## src/rtl/lap_stopwatch_seven_segment_macros.svh

```systemverilog
// ---------------------------------------------------------------------------
// Assertion macros for the lap stopwatch
// Clocked property checks; they compile to nothing under SYNTHESIS.
// ---------------------------------------------------------------------------
`ifndef LAP_STOPWATCH_SEVEN_SEGMENT_MACROS_SVH
`define LAP_STOPWATCH_SEVEN_SEGMENT_MACROS_SVH

`ifndef SYNTHESIS

// check a property at every clock edge outside reset
`define LAPSW_ASSERT(label, clk, rst_n, prop) \
    label: assert property (@(posedge clk) disable iff (!rst_n) prop) \
        else $error("lap stopwatch check failed");

// check a property at every clock edge, reset included
`define LAPSW_ASSERT_ALWAYS(label, clk, prop) \
    label: assert property (@(posedge clk) prop) \
        else $error("lap stopwatch check failed");

`else

`define LAPSW_ASSERT(label, clk, rst_n, prop)
`define LAPSW_ASSERT_ALWAYS(label, clk, prop)

`endif

`endif

```

## src/rtl/lapsw_pkg.sv

```systemverilog
// ---------------------------------------------------------------------------
// lapsw_pkg
// Shared types, key codes and the seven-segment table of the lap stopwatch.
// ---------------------------------------------------------------------------
package lapsw_pkg;

    // default count limit in hundredths of a second (one hundred minutes)
    localparam int WRAP_LIMIT_DEF = 600000;

    // field widths
    localparam int VALUE_W = 20;
    localparam int SEG_W   = 7;
    localparam int KEY_W   = 4;

    // one-hot key commands
    localparam logic [KEY_W-1:0] KEY_START = 4'b0001;
    localparam logic [KEY_W-1:0] KEY_STOP  = 4'b0010;
    localparam logic [KEY_W-1:0] KEY_LAP   = 4'b0100;
    localparam logic [KEY_W-1:0] KEY_CLEAR = 4'b1000;

    // time value kept as BCD digits, MM:SS.hh
    typedef struct packed {
        logic [3:0] tens_minutes;
        logic [3:0] minutes;
        logic [2:0] tens_seconds;
        logic [3:0] seconds;
        logic [3:0] tenths;
        logic [3:0] hundredths;
    } t_digits;

    // active-high segment code, bit0 is segment a
    function automatic logic [SEG_W-1:0] seg_of(input logic [3:0] digit);
        logic [SEG_W-1:0] code;
        case (digit)
            4'd0:    code = 7'h3F;
            4'd1:    code = 7'h06;
            4'd2:    code = 7'h5B;
            4'd3:    code = 7'h4F;
            4'd4:    code = 7'h66;
            4'd5:    code = 7'h6D;
            4'd6:    code = 7'h7D;
            4'd7:    code = 7'h07;
            4'd8:    code = 7'h7F;
            4'd9:    code = 7'h67;
            default: code = 7'h3F;
        endcase
        return code;
    endfunction

endpackage

```

## src/rtl/lap_stopwatch_seven_segment.sv

```systemverilog
// ---------------------------------------------------------------------------
// lap_stopwatch_seven_segment
// Lap stopwatch counting hundredths of a second, with MM:SS.hh segment codes.
// ---------------------------------------------------------------------------
//  channel | direction | handshake                  | payload
//  --------+-----------+----------------------------+---------------------------
//  in      | input     | i_in_valid / o_in_ready    | i_tick, i_keys, i_show_lap
//  out     | output    | o_out_valid / i_out_ready  | o_seg_*, o_shown_value
//
//  One transaction per clock while the output is not stalled. Its result sits
//  in the output register from the cycle after acceptance; the count is kept in
//  binary and in BCD digits, so the segment decode is a table lookup per digit.
//  Input ready is high whenever the output register is empty or being drained.
//  Reset (synchronous, active low) stops the watch and zeroes count and lap.
// ---------------------------------------------------------------------------
`include "lap_stopwatch_seven_segment_macros.svh"

module lap_stopwatch_seven_segment #(
    parameter int WRAP_LIMIT = lapsw_pkg::WRAP_LIMIT_DEF
) (
    input  logic                              i_clk,
    input  logic                              i_rst_n,
    // input channel
    input  logic                              i_in_valid,
    output logic                              o_in_ready,
    input  logic                              i_tick,
    input  logic [lapsw_pkg::KEY_W-1:0]       i_keys,
    input  logic                              i_show_lap,
    // output channel
    output logic                              o_out_valid,
    input  logic                              i_out_ready,
    output logic [lapsw_pkg::SEG_W-1:0]       o_seg_tens_minutes,
    output logic [lapsw_pkg::SEG_W-1:0]       o_seg_minutes,
    output logic [lapsw_pkg::SEG_W-1:0]       o_seg_tens_seconds,
    output logic [lapsw_pkg::SEG_W-1:0]       o_seg_seconds,
    output logic [lapsw_pkg::SEG_W-1:0]       o_seg_tenths,
    output logic [lapsw_pkg::SEG_W-1:0]       o_seg_hundredths,
    output logic [lapsw_pkg::VALUE_W-1:0]     o_shown_value
);

    localparam logic [lapsw_pkg::VALUE_W-1:0] WRAP_VAL = lapsw_pkg::VALUE_W'(WRAP_LIMIT);

    // watch state
    logic [lapsw_pkg::VALUE_W-1:0] r_elapsed, n_elapsed;
    logic [lapsw_pkg::VALUE_W-1:0] r_lap, n_lap;
    lapsw_pkg::t_digits            r_elapsed_bcd, n_elapsed_bcd;
    lapsw_pkg::t_digits            r_lap_bcd, n_lap_bcd;
    logic                          r_run, n_run;
    logic                          r_lap_pend, n_lap_pend;
    logic                          r_clr_pend, n_clr_pend;

    // result register
    logic                          r_out_valid;
    logic [lapsw_pkg::SEG_W-1:0]   r_seg_tm, r_seg_m, r_seg_ts, r_seg_s, r_seg_t, r_seg_h;
    logic [lapsw_pkg::VALUE_W-1:0] r_shown;

    logic                          in_accept;
    logic                          key_run, key_lap, key_clr;
    logic [lapsw_pkg::VALUE_W-1:0] bump_bin;
    lapsw_pkg::t_digits            bump_bcd;
    lapsw_pkg::t_digits            shown_bcd;

    assign o_in_ready = !r_out_valid || i_out_ready;
    assign in_accept  = i_in_valid && o_in_ready;

    // key decode: only a one-hot pattern is a command
    always_comb begin
        key_run = r_run;
        key_lap = r_lap_pend;
        key_clr = r_clr_pend;
        unique case (i_keys)
            lapsw_pkg::KEY_START: begin
                key_run = 1'b1;
                key_lap = 1'b0;
                key_clr = 1'b0;
            end
            lapsw_pkg::KEY_STOP: begin
                key_run = 1'b0;
                key_lap = 1'b0;
                key_clr = 1'b0;
            end
            lapsw_pkg::KEY_LAP: begin
                key_lap = 1'b1;
                key_clr = 1'b0;
            end
            lapsw_pkg::KEY_CLEAR: begin
                key_lap = 1'b0;
                key_clr = 1'b1;
            end
            default: begin
            end
        endcase
    end

    // count increment, binary and BCD side by side, wrap at the limit
    always_comb begin
        bump_bin = r_elapsed + 1'b1;
        bump_bcd = r_elapsed_bcd;
        if (bump_bin == WRAP_VAL) begin
            bump_bin = '0;
            bump_bcd = '0;
        end else if (r_elapsed_bcd.hundredths != 4'd9) begin
            bump_bcd.hundredths = r_elapsed_bcd.hundredths + 4'd1;
        end else begin
            bump_bcd.hundredths = '0;
            if (r_elapsed_bcd.tenths != 4'd9) begin
                bump_bcd.tenths = r_elapsed_bcd.tenths + 4'd1;
            end else begin
                bump_bcd.tenths = '0;
                if (r_elapsed_bcd.seconds != 4'd9) begin
                    bump_bcd.seconds = r_elapsed_bcd.seconds + 4'd1;
                end else begin
                    bump_bcd.seconds = '0;
                    if (r_elapsed_bcd.tens_seconds != 3'd5) begin
                        bump_bcd.tens_seconds = r_elapsed_bcd.tens_seconds + 3'd1;
                    end else begin
                        bump_bcd.tens_seconds = '0;
                        if (r_elapsed_bcd.minutes != 4'd9) begin
                            bump_bcd.minutes = r_elapsed_bcd.minutes + 4'd1;
                        end else begin
                            bump_bcd.minutes = '0;
                            if (r_elapsed_bcd.tens_minutes != 4'd9) begin
                                bump_bcd.tens_minutes = r_elapsed_bcd.tens_minutes + 4'd1;
                            end else begin
                                bump_bcd.tens_minutes = '0;
                            end
                        end
                    end
                end
            end
        end
    end

    // tick handling: pending clear, then pending lap, then plain count
    always_comb begin
        n_elapsed     = r_elapsed;
        n_elapsed_bcd = r_elapsed_bcd;
        n_lap         = r_lap;
        n_lap_bcd     = r_lap_bcd;
        n_run         = key_run;
        n_lap_pend    = key_lap;
        n_clr_pend    = key_clr;
        if (i_tick) begin
            if (key_clr) begin
                n_elapsed     = '0;
                n_elapsed_bcd = '0;
                n_lap         = '0;
                n_lap_bcd     = '0;
                n_run         = 1'b0;
                n_clr_pend    = 1'b0;
            end else if (key_lap) begin
                n_lap      = r_elapsed;
                n_lap_bcd  = r_elapsed_bcd;
                n_lap_pend = 1'b0;
                if (key_run) begin
                    n_elapsed     = bump_bin;
                    n_elapsed_bcd = bump_bcd;
                end
            end else if (key_run) begin
                n_elapsed     = bump_bin;
                n_elapsed_bcd = bump_bcd;
            end
        end
    end

    // displayed value is taken before this transaction's tick
    assign shown_bcd = i_show_lap ? r_lap_bcd : r_elapsed_bcd;

    // state registers
    always_ff @(posedge i_clk) begin
        if (!i_rst_n) begin
            r_elapsed     <= '0;
            r_elapsed_bcd <= '0;
            r_lap         <= '0;
            r_lap_bcd     <= '0;
            r_run         <= 1'b0;
            r_lap_pend    <= 1'b0;
            r_clr_pend    <= 1'b0;
        end else if (in_accept) begin
            r_elapsed     <= n_elapsed;
            r_elapsed_bcd <= n_elapsed_bcd;
            r_lap         <= n_lap;
            r_lap_bcd     <= n_lap_bcd;
            r_run         <= n_run;
            r_lap_pend    <= n_lap_pend;
            r_clr_pend    <= n_clr_pend;
        end
    end

    // output valid
    always_ff @(posedge i_clk) begin
        if (!i_rst_n) begin
            r_out_valid <= 1'b0;
        end else if (in_accept) begin
            r_out_valid <= 1'b1;
        end else if (i_out_ready) begin
            r_out_valid <= 1'b0;
        end
    end

    // output payload
    always_ff @(posedge i_clk) begin
        if (in_accept) begin
            r_seg_tm <= lapsw_pkg::seg_of(shown_bcd.tens_minutes);
            r_seg_m  <= lapsw_pkg::seg_of(shown_bcd.minutes);
            r_seg_ts <= lapsw_pkg::seg_of({1'b0, shown_bcd.tens_seconds});
            r_seg_s  <= lapsw_pkg::seg_of(shown_bcd.seconds);
            r_seg_t  <= lapsw_pkg::seg_of(shown_bcd.tenths);
            r_seg_h  <= lapsw_pkg::seg_of(shown_bcd.hundredths);
            r_shown  <= i_show_lap ? r_lap : r_elapsed;
        end
    end

    assign o_out_valid        = r_out_valid;
    assign o_seg_tens_minutes = r_seg_tm;
    assign o_seg_minutes      = r_seg_m;
    assign o_seg_tens_seconds = r_seg_ts;
    assign o_seg_seconds      = r_seg_s;
    assign o_seg_tenths       = r_seg_t;
    assign o_seg_hundredths   = r_seg_h;
    assign o_shown_value      = r_shown;

    // checks
    `LAPSW_ASSERT(a_count_below_limit, i_clk, i_rst_n, r_elapsed < WRAP_VAL)
    `LAPSW_ASSERT(a_one_pending, i_clk, i_rst_n, !(r_lap_pend && r_clr_pend))
    `LAPSW_ASSERT(a_accept_fills_out, i_clk, i_rst_n, in_accept |=> r_out_valid)
    `LAPSW_ASSERT(a_clear_on_tick, i_clk, i_rst_n,
        (in_accept && i_tick && key_clr) |=> (r_elapsed == '0 && r_lap == '0 && !r_run))
    `LAPSW_ASSERT(a_lap_on_tick, i_clk, i_rst_n,
        (in_accept && i_tick && !key_clr && key_lap) |=> (r_lap == $past(r_elapsed)))

endmodule
```

## config.mk

```make
export PLATFORM = sky130hd
export DESIGN_NAME = lap_stopwatch_seven_segment
export DESIGN_NICKNAME = d
export VERILOG_FILES = /design/src/rtl/lapsw_pkg.sv /design/src/rtl/lap_stopwatch_seven_segment.sv
export VERILOG_INCLUDE_DIRS = /design/src /design/src/rtl
export SDC_FILE = /design/constraint.sdc
export NUM_CORES = 1
export LEC_CHECK = 0
export BUFFER_PORTS_ARGS = -buffer_cell sky130_fd_sc_hd__buf_4
export CAP_MARGIN = 20
export CORE_MARGIN = 2
export CORE_UTILIZATION = 50
export DETAILED_ROUTE_END_ITERATION = 8
export PLACE_DENSITY = 0.69
export SLEW_MARGIN = 15
export SYNTH_ARGS = -nofsm -noshare
export SYNTH_HDL_FRONTEND = slang
export SYNTH_SLANG_ARGS = --single-unit
export TNS_END_PERCENT = 5
```

## constraint.sdc

```tcl
create_clock -name i_clk -period 3.7 [get_ports i_clk]
set_input_delay 0.37 -clock i_clk [delete_from_list [all_inputs] [get_ports i_clk]]
set_output_delay 0.37 -clock i_clk [all_outputs]
set_load 0.01 [all_outputs]
```

==> results.cfg, run 1 <==
[run_status]
status = finished, final reports clean

[cells_and_area]
syn_to_final_growth_pct = 15.8
diodes = 0
nets = 907
instances_no_fill = 1056
drive_above_1_share_pct = 16.9

[pwr]
power_density_nw_per_um2 = 416
ir_drop_mv = 0.344
leakage_uw = 0.00336

[routing]
final_antenna_net_count = 0
dr.pass1.iters = 5
wl_per_cell_um = 16.0
routed_wl_mm = 16.8
dr.first_iter.drc_count = 434
drc = 0
via_per_inst = 5.75
vias = 6077

[synth]
ys_seq_area_share_pct = 47.4
synthArstFlopShare_pct = 0
ys_top_cells_by_area = edfxtp_1, dfxtp_1, ha_1, nand2_1, a21oi_1
synth_flop_cell = dfxtp_1
synth_top_cell_by_area = edfxtp_1
yosysMostFrequentCell = nand2_1
netlist_top_cells_count = nand2_1, dfxtp_1, nor2_1, edfxtp_1, a21oi_1
synth_top_area_share_pct = 24.1
yosys_warnings = 0
synth-edff-count = 62
syn_inst = 800
synth_nets = 852
synth.distinct_cells = 69
synth.cell_area_sq_um = 7730
syn_area_per_cell_sq_um = 9.67
ys_ff_latch = 152

[timing]
maxSlewHeadroom_pct = 46.7
worst_pin_slew_ns = 0.799
setup_slack_ns = 0.412
slew_viol_final = 0
fin_crit_ns = 3.29
finalCritPeriodShare_pct = 88.9
fin_worst_skew_ns = 0.00860
setup_tns_ns = 0
max_freq_ghz = 0.304
hold_violations = 0
setup_violations = 0
grt_setup_unrepaired = no

[floorplanning]
die_x_um = 128
dieArea_sq_um = 16500
ios = 74
die_y_um = 128
initial_utilization_pct = 51.1
rows = 45
core_region_area_sq_um = 15100

[worst_setup_path]
end_kind = flip-flop
crit_fanout = 18
cp_top_family = compound AO/OA/AOI/OAI gates
cp-start-kind = flip-flop
r2r_start = r_elapsed[0]
crit_buf_inv = 0
critPathArrivalTime_ns = 3.58
crit_cells = 9
cp_data_required_time_ns = 3.99
crit_path_start = r_elapsed[0]
worst-r2r-cell-count = 9
path_cells = ha_1 -> nand3_1 -> o32ai_1 -> a2bb2oi_1 -> a2111o_1 -> nor4_4 -> nor2_2 -> o21ai_4 -> nor2_1
cpPeakStageDelay_ns = 0.58
crit_slowest_cell = dfxtp_1
worstSetupPathType = flip-flop to flip-flop

[clock_network]
ctsResizeCount = 0
post_cts.repair.setup_buffers = 0
clkTransAtPathRegs_ns = 0.06
cts_sinks = 152
root_buffer = clkbuf_16
h-tree-depth = 4
clock_path_buffers = 2
numCtsBuffers = 17
insertion_delay_ns = 0.42
cts_tree = built
cts_hold_buffers = 0

[min_path]
hold_path.class = input pin to flip-flop
hold_depth = 3
timing.hold.worst.start = i_in_valid

[placed_design]
place.gp.congestion = 0.909
port_buffers = 73
place_hpwl_mm = 11.5
pre_cts_slack_ns = 0.409
dp.cells = 1024

[global_route]
grt_pass1_vias = 5557
grt_first_pass_wirelength_mm = 27.6
grt_remaining_overflow = 0
grt_max_degree = 63
track_usage_pct = 20.8
antenna_found_initial = 0

[flow_run]
cap_violations = 0
-- final cells by class --
class	instances	area, sq um
Clock buffer	24	493
Multi-Input combinational cell	570	3730
Inverter	31	116
Clock inverter	8	93.8
Timing Repair Buffer	83	623
Sequential cell	152	3660
Tap cell	188	235
Fill cell	1233	6190
-- kinds of logic (layout without fill, tap and decap cells) --
| group | Yosys count | count (layout) | synth area share [%] |
|---|---|---|---|
| flip-flops | 152 | 152 | 47.4 |
| XOR/XNOR | 27 | 27 | 3.06 |
| buffers and inverters | 78 | 146 | 4.50 |
| AND/OR/NAND/NOR | 295 | 295 | 18.5 |
| multiplexers | 44 | 44 | 6.04 |
| adder cells (fa/ha/maj) | 42 | 42 | 6.80 |
| AO/OA/AOI/OAI | 162 | 162 | 13.7 |
-- routing by layer --
metal  up-vias  track usage, %  routed length (um)
met4         0            7.76                 226
met2       189            33.5                7790
met1      2892            28.3                8040
li1       2976               -                   -
met5         -               0                   0
met3        20            3.62                 782
-- tightest hold or removal path, delay by kind of cell --
kind	cells	cell delay [ns]
AOI/OAI and AO/OA	1	0.05
buffers and inverters	2	0.15
-- through the flow --
stage	instance area, sq um	util (%)	hold slack (ns)	power (uW)
floorplan	7730	-	0.428	1960
global placement	8370	55.2	0.437	2040
detailed placement	8370	55.2	0.444	2050
CTS	8950	59.1	0.180	3760
global route	8950	59.1	0.205	3840
finish	8950	59.1	0.197	3730
-- final timing paths --
path	endpoint	slack, ns
worst max register to register	r_elapsed[6]	0.41
worst min register to register	r_lap[19]	0.45
worst min-delay path	o_out_valid	0.20
worst max-delay path	r_elapsed[6]	0.41
-- registers in the layout, summed over array words and instances (netlist names), 20 cells and up --
| signal | flops |
|---|---|
| r_elapsed | 20 |
| r_lap_bcd | 23 |
| o_shown_value | 20 |
| r_elapsed_bcd | 23 |
| r_lap | 20 |
-- cells in the final DEF, fill, tap and decap left out, types with 9 or more instances in the layout --
cell type,n
inv_1,30
edfxtp_1,62
buf_4,83
mux2_2,21
nand3_1,47
o21a_1,9
a21oi_1,57
o21ai_0,21
nor2_1,67
ha_1,42
nand4_1,14
dfxtp_1,90
nand2_1,102
a22oi_1,18
nor3_1,14
xor2_1,10
mux2i_1,23
xnor2_1,17
clkbuf_16,18
-- power breakdown --
group | internal, uW | leakage [uW] | total (uW) | switching, uW
combinational | 78.6 | 0.00183 | 212 | 133
sequential | 1780 | 0.00125 | 1800 | 16.9
clock | 1060 | 0.000284 | 1720 | 654
Power figures use the tool's default switching activity.
==> run 2, diff against run 1 <==
--- a/config.mk
+++ b/config.mk
@@ -8,9 +8,11 @@
 export LEC_CHECK = 0
 export BUFFER_PORTS_ARGS = -buffer_cell sky130_fd_sc_hd__buf_4
 export CAP_MARGIN = 20
+export CORE_ASPECT_RATIO = 1.1
 export CORE_MARGIN = 2
 export CORE_UTILIZATION = 50
 export DETAILED_ROUTE_END_ITERATION = 8
+export GPL_ROUTABILITY_DRIVEN = 0
 export PLACE_DENSITY = 0.69
 export SLEW_MARGIN = 15
 export SYNTH_ARGS = -nofsm -noshare
==> run 2 against run 1 <==
Compared with the run above: routed wire length decreased by 0.62%; sequential share of layout area increased by 0.086 points; critical endpoint is now r_elapsed[3]; total power decreased by 2.4%; via count increased by 0.58%; sequential cell count unchanged; clock skew decreased by 0.0010 ns; combinational power about the same; clock power decreased by 5%; largest power group unchanged; utilization about the same; cell area decreased by 0.21%.
==> results.cfg, run 2 (same netlist as run 1, synthesis figures left out) <==
[floorplanning]
initial_utilization_pct = 51.2
core_region_area_sq_um = 15100
dieArea_sq_um = 16500
die_x_um = 123
ios = 74
die_y_um = 134
rows = 47

[global_route]
grt_remaining_overflow = 0
grt_first_pass_wirelength_mm = 27.8
grt_max_degree = 63
track_usage_pct = 21.1
grt_pass1_vias = 5832
antenna_found_initial = 0

[placed_design]
port_buffers = 73
place_hpwl_mm = 11.3

[routing]
routed_wl_mm = 16.7
drc = 0
dr.pass1.iters = 5
via_per_inst = 5.75
wl_per_cell_um = 15.7
final_antenna_net_count = 0
vias = 6112
dr.first_iter.drc_count = 507

[clock_network]
cts_tree = built
insertion_delay_ns = 0.42
root_buffer = clkbuf_16
h-tree-depth = 4
cts_hold_buffers = 0
ctsResizeCount = 0
clkTransAtPathRegs_ns = 0.06
post_cts.repair.setup_buffers = 0
cts_sinks = 152
numCtsBuffers = 17
clock_path_buffers = 2

[cells_and_area]
final_util_pct = 59.1
nets = 906
syn_to_final_growth_pct = 15.6
layout_commonest_cell = nand2_1
fillers = 1270
drive_above_1_share_pct = 17.3
final_cell_mix = nand2_1, dfxtp_1, buf_4, nor2_1, edfxtp_1
reg_top3 = r_elapsed_bcd (23), r_lap_bcd (23)
diodes = 0

[pwr]
ir_drop_mv = 0.368
leakage_uw = 0.00335
power_density_nw_per_um2 = 407

[timing]
worst_pin_slew_ns = 0.812
maxSlewHeadroom_pct = 45.9
finalCritPeriodShare_pct = 87.7
hold_violations = 0
grt_setup_unrepaired = no
setup_violations = 0
fin_crit_ns = 3.24
slew_viol_final = 0
setup_tns_ns = 0
max_freq_ghz = 0.308
fin_worst_skew_ns = 0.00758

[worst_setup_path]
worstSetupPathType = flip-flop to flip-flop
cp-start-kind = flip-flop
cp_data_required_time_ns = 3.99
critPathArrivalTime_ns = 3.53
crit_fanout = 18
end_kind = flip-flop

[min_path]
hold_path.class = input pin to flip-flop

[run_status]
status = finished, final reports clean

[flow_run]
cap_violations = 0
run 2: cell count changes in the layout (fill, tap and decap cells not counted):
cell,previous run,this run
buf_4,83,82
clkbuf_1,4,1
clkbuf_8,2,7
clkbuf_16,18,17
clkinv_1,2,1
clkinvlp_4,1,2
clkinv_4,1,0
clkinv_2,2,3
bufinv_16,2,0
inv_4,0,1
run 2: routing by layer:
metal / global-route usage, % / routed length (um) / vias to the layer above
met2: 36.7 / 8650 / 167
met4: 8.94 / 378 / 0
met5: 0 / 0 / -
li1: - / - / 2977
met3: 3.32 / 616 / 32
met1: 25.6 / 7090 / 2936
run 2: cell type report:
type                    instances  area, sq um  area share [%]
flip-flops and latches        152         3660            41.0
well taps                     196          245            2.74
repair buffers                 82          616            6.89
clock buffers                  25          526            5.88
multi-input cells             570         3730            41.7
inverters                      31          116            1.30
clock inverters                 7         40.0           0.448
run 2: path summary, 6_finish.rpt:
| check | startpoint | end | slack [ns] | cells after the start |
|---|---|---|---|---|
| max | r_elapsed[0] | r_elapsed[3] | 0.46 | 9 |
| min | i_in_valid | o_out_valid | 0.20 | 3 |
| max reg2reg | r_elapsed[0] | r_elapsed[3] | 0.46 | 9 |
| min reg2reg | r_lap_bcd[10] | r_lap_bcd[10] | 0.45 | 2 |
run 2: worst max-delay path: stages (launching register included):
cell       delay [ns]
dfxtp_1          0.54
ha_1             0.28
nand3_1          0.22
o32ai_1          0.38
a2bb2oi_1        0.11
a2111o_1         0.42
nor4_4           0.36
nor2_2           0.21
o21ai_4          0.48
nor2_1           0.11
run 2: power breakdown:
part | internal [uW] | switching [uW]
Combinational | 78.4 | 134
Sequential | 1780 | 16.5
Clock | 977 | 652
run 2: per-stage QoR:
step / total power, uW / cell area [sq um] / worst slack, ns / std cells / hold WS, ns
after floorplan: 1960 / 7730 / 0.159 / 800 / 0.428
after CTS: 3670 / 8940 / 0.498 / 1063 / 0.186
after global routing: 3760 / 8940 / 0.229 / 1063 / 0.211
final: 3640 / 8940 / 0.455 / 1063 / 0.201
after global placement: 2040 / 8370 / 0.622 / 1031 / 0.436
after detailed placement: 2050 / 8370 / 0.527 / 1031 / 0.443
==> run 3, diff against run 2 <==
--- a/config.mk
+++ b/config.mk
@@ -8,7 +8,6 @@
 export LEC_CHECK = 0
 export BUFFER_PORTS_ARGS = -buffer_cell sky130_fd_sc_hd__buf_4
 export CAP_MARGIN = 20
-export CORE_ASPECT_RATIO = 1.1
 export CORE_MARGIN = 2
 export CORE_UTILIZATION = 50
 export DETAILED_ROUTE_END_ITERATION = 8
==> run 3 against run 2 <==
Compared with the run above: worst hold slack better by 0.00081 ns; sequential power about the same; total power grew 1.8%; maximum frequency shrank 0.56%; critical endpoint is now r_elapsed[5].
==> results.cfg, run 3 (same netlist as run 1, synthesis figures left out) <==
[cells_and_area]
drive_above_1_share_pct = 16.9
final_util_pct = 59.1
reg_top3 = r_elapsed_bcd (23), r_lap_bcd (23)
layout_commonest_cell = nand2_1
fillers = 1260
diodes = 0
final_cell_mix = nand2_1, dfxtp_1, buf_4, nor2_1, edfxtp_1
nets = 907
syn_to_final_growth_pct = 15.7

[timing]
worst_pin_slew_ns = 0.818
finalCritPeriodShare_pct = 88.2
fin_worst_skew_ns = 0.00949
hold_violations = 0
fin_crit_ns = 3.26
grt_setup_unrepaired = no
setup_violations = 0
slew_viol_final = 0
setup_tns_ns = 0
max_freq_ghz = 0.306
maxSlewHeadroom_pct = 45.5

[min_path]
hold_end = o_out_valid
hold_path.class = input pin to flip-flop
hold_depth = 3
timing.hold.worst.start = i_in_valid

[clock_network]
cts_hold_buffers = 0
ctsResizeCount = 0
post_cts.repair.setup_buffers = 0
root_buffer = clkbuf_16
cts_tree = built
clkTransAtPathRegs_ns = 0.06
clock_path_buffers = 2
h-tree-depth = 4
insertion_delay_ns = 0.43
cts_sinks = 152
numCtsBuffers = 17

[run_status]
status = finished, final reports clean

[worst_setup_path]
crit_buf_inv = 0
worstSetupPathType = flip-flop to flip-flop
critPathArrivalTime_ns = 3.56
cp-start-kind = flip-flop
cpPeakStageDelay_ns = 0.57
r2r_start = r_elapsed[0]
cp_data_required_time_ns = 3.99
cp_top_family = compound AO/OA/AOI/OAI gates
crit_fanout = 18
crit_slowest_cell = dfxtp_1
end_kind = flip-flop
reg2reg_slack_ns = 0.44
worst-r2r-cell-count = 9
path_cells = ha_1 -> nand3_1 -> o32ai_1 -> a2bb2oi_1 -> a2111o_1 -> nor4_4 -> nor2_2 -> o21ai_4 -> nor2_1
r2r_end = r_elapsed[5]

[global_route]
grt_pass1_vias = 5722
grt_max_degree = 63
track_usage_pct = 20.7
grt_remaining_overflow = 0
antenna_found_initial = 0
grt_first_pass_wirelength_mm = 27.4

[pwr]
ir_drop_mv = 0.330
leakage_uw = 0.00336
power_density_nw_per_um2 = 414

[floorplanning]
rows = 45
initial_utilization_pct = 51.1
die_y_um = 128
core_region_area_sq_um = 15100
dieArea_sq_um = 16500
die_x_um = 128
ios = 74

[placed_design]
place_hpwl_mm = 11.2
port_buffers = 73

[routing]
drc = 0
dr.pass1.iters = 5
final_antenna_net_count = 0
vias = 6094
wl_per_cell_um = 15.6
dr.first_iter.drc_count = 467
via_per_inst = 5.77
routed_wl_mm = 16.5

[flow_run]
cap_violations = 0
run 3: changes by cell type in the layout (fill, tap and decap cells not counted), sizes merged:
cell / previous run / this run
inv: 32 / 31
clkinv: 4 / 6
clkbuf: 25 / 22
bufinv: 0 / 2
buf: 82 / 83
run 3: layout make-up:
type                       count  area (sq um)  share of cell area, %
clock buffer                  22           475                   5.32
clock inverter                10           101                   1.13
inverter                      31           116                   1.30
multi-input combinational    570          3730                   41.7
sequential                   152          3660                   41.0
tap                          188           235                   2.63
timing repair buffer          83           623                   6.97
run 3: tightest hold or removal path, cell delays in order:
cell	delay [ns]
buf_4	0.11
inv_1	0.04
a21oi_1	0.05
run 3: how the worst max path moves through the flow:
stage / startpoint / endpoint / cells after the start
after floorplan: i_out_ready / r_elapsed_bcd[17] / 9
after global placement: r_elapsed[0] / r_elapsed[0] / 9
after detailed placement: r_elapsed[0] / r_elapsed[5] / 9
after CTS: r_elapsed[0] / r_elapsed[12] / 9
after global routing: r_elapsed[0] / r_elapsed[0] / 9
final: r_elapsed[0] / r_elapsed[5] / 9
run 3: per-stage QoR:
step / cell area (sq um) / total power, uW / instances / hold slack, ns / setup WS (ns)
2_1_floorplan: 7730 / 1960 / 800 / 0.428 / 0.159
3_3_place_gp: 8370 / 2040 / 1024 / 0.436 / 0.632
3_5_place_dp: 8370 / 2050 / 1024 / 0.444 / 0.477
4_1_cts: 8940 / 3730 / 1056 / 0.187 / 0.441
5_1_grt: 8940 / 3820 / 1056 / 0.214 / 0.223
6_report: 8940 / 3700 / 1056 / 0.202 / 0.437
run 3: where the power goes:
group	switching, uW	internal [uW]
sequential	17.5	1780
clock	655	1040
combinational	134	78.7
run 3: routing by layer:
layer  part of all wire, %  GRT usage (%)  vias to the layer above  wire length, um
met5                     0              0                        -                0
met4                   1.5           7.18                        0              242
met3                   4.8           4.03                       27              789
met2                    47           34.4                      189             7770
met1                    47           27.3                     2893             7720
li1                      -              -                     2985                -
